[config.mk]
export PLATFORM = sky130hd
export DESIGN_NAME = cmap4_fifo
export DESIGN_NICKNAME = d
export VERILOG_FILES = /design/src/hdl/cmap4_pkg.sv /design/src/hdl/cmap4_fifo.sv
export SDC_FILE = /design/constraint.sdc
export NUM_CORES = 1
export LEC_CHECK = 0
export BUFFER_PORTS_ARGS = -buffer_cell sky130_fd_sc_hd__buf_4
export CAP_MARGIN = 5
export CORE_MARGIN = 2
export CORE_UTILIZATION = 55
export DETAILED_ROUTE_END_ITERATION = 10
export GPL_ROUTABILITY_DRIVEN = 0
export GPL_TIMING_DRIVEN = 1
export PLACE_DENSITY_LB_ADDON = 0.3
export SLEW_MARGIN = 20
export SYNTH_ARGS = -nofsm -noshare
export SYNTH_HDL_FRONTEND = slang
export SYNTH_SLANG_ARGS = --single-unit
[constraint.sdc]
create_clock -name clk -period 5.32 [get_ports clk]
set_input_delay 0.266 -clock clk [delete_from_list [all_inputs] [get_ports clk]]
set_output_delay 0.266 -clock clk [all_outputs]
set_load 0.02 [all_outputs]
[src/hdl/cmap4_pkg.sv]
// shared types and constants for the cmap format 4 character to glyph mapper
package cmap4_pkg;

  localparam int DEF_MAX_SEGMENTS = 256;
  localparam int DEF_GLYPH_ARRAY_WORDS = 4096;
  localparam int QUEUE_DEPTH = 4;

  // input item mode codes
  typedef enum logic [1:0] {
    MODE_LOOKUP = 2'd0,
    MODE_SEG    = 2'd1,
    MODE_WORD   = 2'd2,
    MODE_NONE   = 2'd3
  } mode_t;

  // command codes handed from front to back
  typedef enum logic [1:0] {
    OP_LOOKUP = 2'd0,
    OP_SEG    = 2'd1,
    OP_WORD   = 2'd2
  } op_t;

  typedef struct packed {
    op_t         op;
    logic        big;
    logic [15:0] ch;
    logic [7:0]  seg_slot;
    logic [15:0] end_code;
    logic [15:0] start_code;
    logic [15:0] id_delta;
    logic [15:0] range_offset;
    logic [11:0] word_slot;
    logic [15:0] word_value;
  } cmd_t;

  typedef struct packed {
    logic full;
    logic empty;
  } q_stat_t;

endpackage

[src/hdl/cmap4_fifo.sv]
// short command queue between front and back end
module cmap4_fifo #(
  parameter int WIDTH = $bits(cmap4_pkg::cmd_t)
) (
  input  logic               clk,
  input  logic               rst,
  input  logic               push,
  input  logic [WIDTH-1:0]   push_data,
  input  logic               pop,
  output logic [WIDTH-1:0]   pop_data,
  output cmap4_pkg::q_stat_t q_stat
);
  import cmap4_pkg::*;

  localparam int QA = (QUEUE_DEPTH > 1) ? $clog2(QUEUE_DEPTH) : 1;
  localparam int QC = $clog2(QUEUE_DEPTH + 1);

  logic [WIDTH-1:0] slots [QUEUE_DEPTH];
  logic [QA-1:0]    wr_ptr;
  logic [QA-1:0]    rd_ptr;
  logic [QC-1:0]    count;
  logic             do_push;
  logic             do_pop;

  assign q_stat.full  = count == QC'(QUEUE_DEPTH);
  assign q_stat.empty = count == '0;
  assign do_push  = push && !q_stat.full;
  assign do_pop   = pop && !q_stat.empty;
  assign pop_data = slots[rd_ptr];

  always_ff @(posedge clk) begin
    if (do_push) begin
      slots[wr_ptr] <= push_data;
    end
  end

  always_ff @(posedge clk) begin
    if (rst) begin
      wr_ptr <= '0;
      rd_ptr <= '0;
      count  <= '0;
    end else begin
      if (do_push) begin
        wr_ptr <= (wr_ptr == QA'(QUEUE_DEPTH - 1)) ? '0 : QA'(wr_ptr + 1'b1);
      end
      if (do_pop) begin
        rd_ptr <= (rd_ptr == QA'(QUEUE_DEPTH - 1)) ? '0 : QA'(rd_ptr + 1'b1);
      end
      if (do_push && !do_pop) begin
        count <= QC'(count + 1'b1);
      end else if (do_pop && !do_push) begin
        count <= QC'(count - 1'b1);
      end
    end
  end

endmodule

==> impl_results.md <==
* Post-synth top area share at 80.8%
* F_max at 335 MHz
* Number of remaining DRC errors at 0
* Detailed Place HPWL at 18700 um
* Rel. slew slack at 38.5%
* Pre-CTS setup slack at 2.73 ns
* Max Cap Viol at 0
* Hold Crit Class: input pin to flip-flop
* Area contributors post-synth: edfxtp_1 (81%), mux4_2 (15%), dfxtp_1 (1.0%), buf_6 (0.89%), ha_1 (0.42%)
* Die area at 33600 um^2
* Grt total ovfl at 0
* Synth cell types at 26
* Clk_lat worst skew at 0.53 ns
* LEAKAGE at 7.68 nW
* Critical path data required time at 5.05 ns
* First DRT Iteration DRCs at 599
* Worst path cell trace: buf_12, mux4_2, buf_4
* Ys Warns at 0
* Routed vias at 8382
* Initial antenna violation count at 2
* Filler cells at 1811
* # IOs at 244
* Status: finished clean
* Inserted Clock Buffers at 47
* VDD IR-drop max at 0.592 mV
* Slowest-stage cell, CP: dfxtp_4
* H-tree Lvls at 2
* Commonest non-fill, non-tap cell in the layout: edfxtp_1
* Fin crit share at 56.1%
* Final Hold Fails at 0
* Initial Util at 55.9%
* Setup violations, final at 0
* Worst Tran Pin Value at 0.923 ns
* Clk pin slew, worst setup/hold paths at 0.06 ns
* Nets at 1193
* Gr usage total at 20.0%
* Clock sink total at 485
* Die width at 183 um
* #FFs+latches synth at 485
* Worst-path maximum fanout at 65
* Largest area contributor in the synthesized netlist: edfxtp_1
* Max-slew violations at 0
* Post-Synthesis Cell Area at 17700 um^2
* Sequential share of the synthesized area at 81.8%
* CP Launch Type: flip-flop
* Worst Path Arrival at 2.72 ns
* Mapped Nets at 801
* Crit Path Class: flip-flop to primary output
* Post-Route WL at 33400 um
* Die Span Y at 183 um
* Max stage delay on crit path at 0.78 ns
* Ratio of cells with drive above 1 in the final layout at 40.8%
* Post-DRT Antenna Nets at 0
* WHS at 0.0406 ns
* CTS Root Cell: clkbuf_16
* RSZ-0062 raised after global routing: no
* Max Root-Sink Buffers at 3
* Largest net degree at the start of global routing at 116
* Skew final at 0.0100 ns
* Syn Area/Cell at 26.4 um^2
* Most frequent cells in the layout: edfxtp_1 (476), buf_4 (246), dlygate4sd3_1 (120)
* I/O Buffers at 243
* Post-cts resize count at 0
* PD cells at 466 nW/um^2
* Period minus WS final at 2.99 ns
* Fin Setup TNS at 0 ns
* Vias in the first global route at 8988
* Vias per cell at 5.57
* CTS tree: built
* PnR worst setup slack at 2.33 ns
* Synth-to-Final Area Change at 28.0%
* DR pass1 iterations at 5
* First-pass GRT wire length at 50700 um
* Avg WL per Cell at 22.2 um
* Synth Instances at 671
* Core footprint at 31600 um^2
* CP endpoint kind: primary output
* Row cnt at 65
-- what timing repair did --
action,4_1_cts,5_1_grt
endpoints found under the hold margin,485,0
setup endpoints to repair,0,0
buffers inserted,0,0
hold buffers,120,0
-- kinds of logic (layout without fill, tap and decap cells) --
group	count (synthesis)	after routing	share of synthesized area [%]
fa+ha+maj	7	7	0.538
buf+inv	33	463	1.45
simple gates	16	16	0.530
flops	485	485	81.8
mux	121	121	15.3
compound gates	7	7	0.304
other cells	0	3	0
xor+xnor	2	2	0.0990
-- layout make-up --
cell class | count | area, um^2 | area share [%]
antenna | 3 | 7.51 | 0.0331
clock buffer | 58 | 1260 | 5.56
clock inverter | 29 | 235 | 1.04
inverter | 5 | 31.3 | 0.138
multi-input combinational | 153 | 2980 | 13.2
sequential | 485 | 14500 | 63.9
tap | 402 | 503 | 2.22
timing repair buffer | 371 | 3150 | 13.9
-- final timing paths --
kind | from | end | slack (ns) | cells past startpoint
max reg2reg | count[0] | slots[2][83] | 2.73 | 3
min | push | wr_ptr[0] | 0.04 | 3
min reg2reg | rd_ptr[0] | flip-flop | 0.50 | 2
max | flip-flop | pop_data[66] | 2.33 | 3
-- per-layer routing --
layer  global-route usage, %  up-vias  share of wire [%]
met2                    32.9      283                 50
met1                    27.6     4356                 42
met5                       0        -                  0
met4                    5.38        0                1.9
met3                    4.33       46                6.3
li1                        -     3697                  -
-- synthesized netlist by cell type, drive strengths merged --
library cell	count
mux2i	2
nor2	4
inv	4
or3b	1
xor2	2
edfxtp	476
dfxtp	9
or3	2
o21ai	2
fa	1
and3	4
o31ai	2
a21oi	3
clkbuf	2
buf	26
clkinv	1
nand2	1
mux4	119
ha	6
nand3	2
nor3	2
-- power breakdown --
| part | total (mW) | leakage, nW | switching, mW | internal [mW] |
|---|---|---|---|---|
| sequential | 4.78 | 4.44 | 0.157 | 4.62 |
| clock | 3.20 | 0.744 | 1.33 | 1.87 |
| combinational | 2.57 | 2.50 | 1.36 | 1.21 |
| total | 10.6 | 7.68 | 2.84 | 7.71 |
-- critical path, delay by kind of cell (launching register included) --
kind     cells  cell delay, ns
buf+inv      2            0.63
flops        1            0.78
mux          1            0.63
-- state kept, by name (all words and copies together), names as in the netlist, named ones only --
name,cells
slots,476
count,3
rd_ptr,2
wr_ptr,2
-- per-stage QoR --
step | power (mW) | util [%] | cell area [um^2] | cells
after floorplan | 6.44 | - | 17700 | 671
after global placement | 7.34 | 63.0 | 19900 | 1296
after detailed placement | 7.39 | 63.0 | 19900 | 1296
after CTS | 10.6 | 71.6 | 22600 | 1503
after global routing | 11.0 | 71.6 | 22600 | 1505
final | 10.6 | 71.6 | 22600 | 1506
Power figures use the tool's default switching activity.
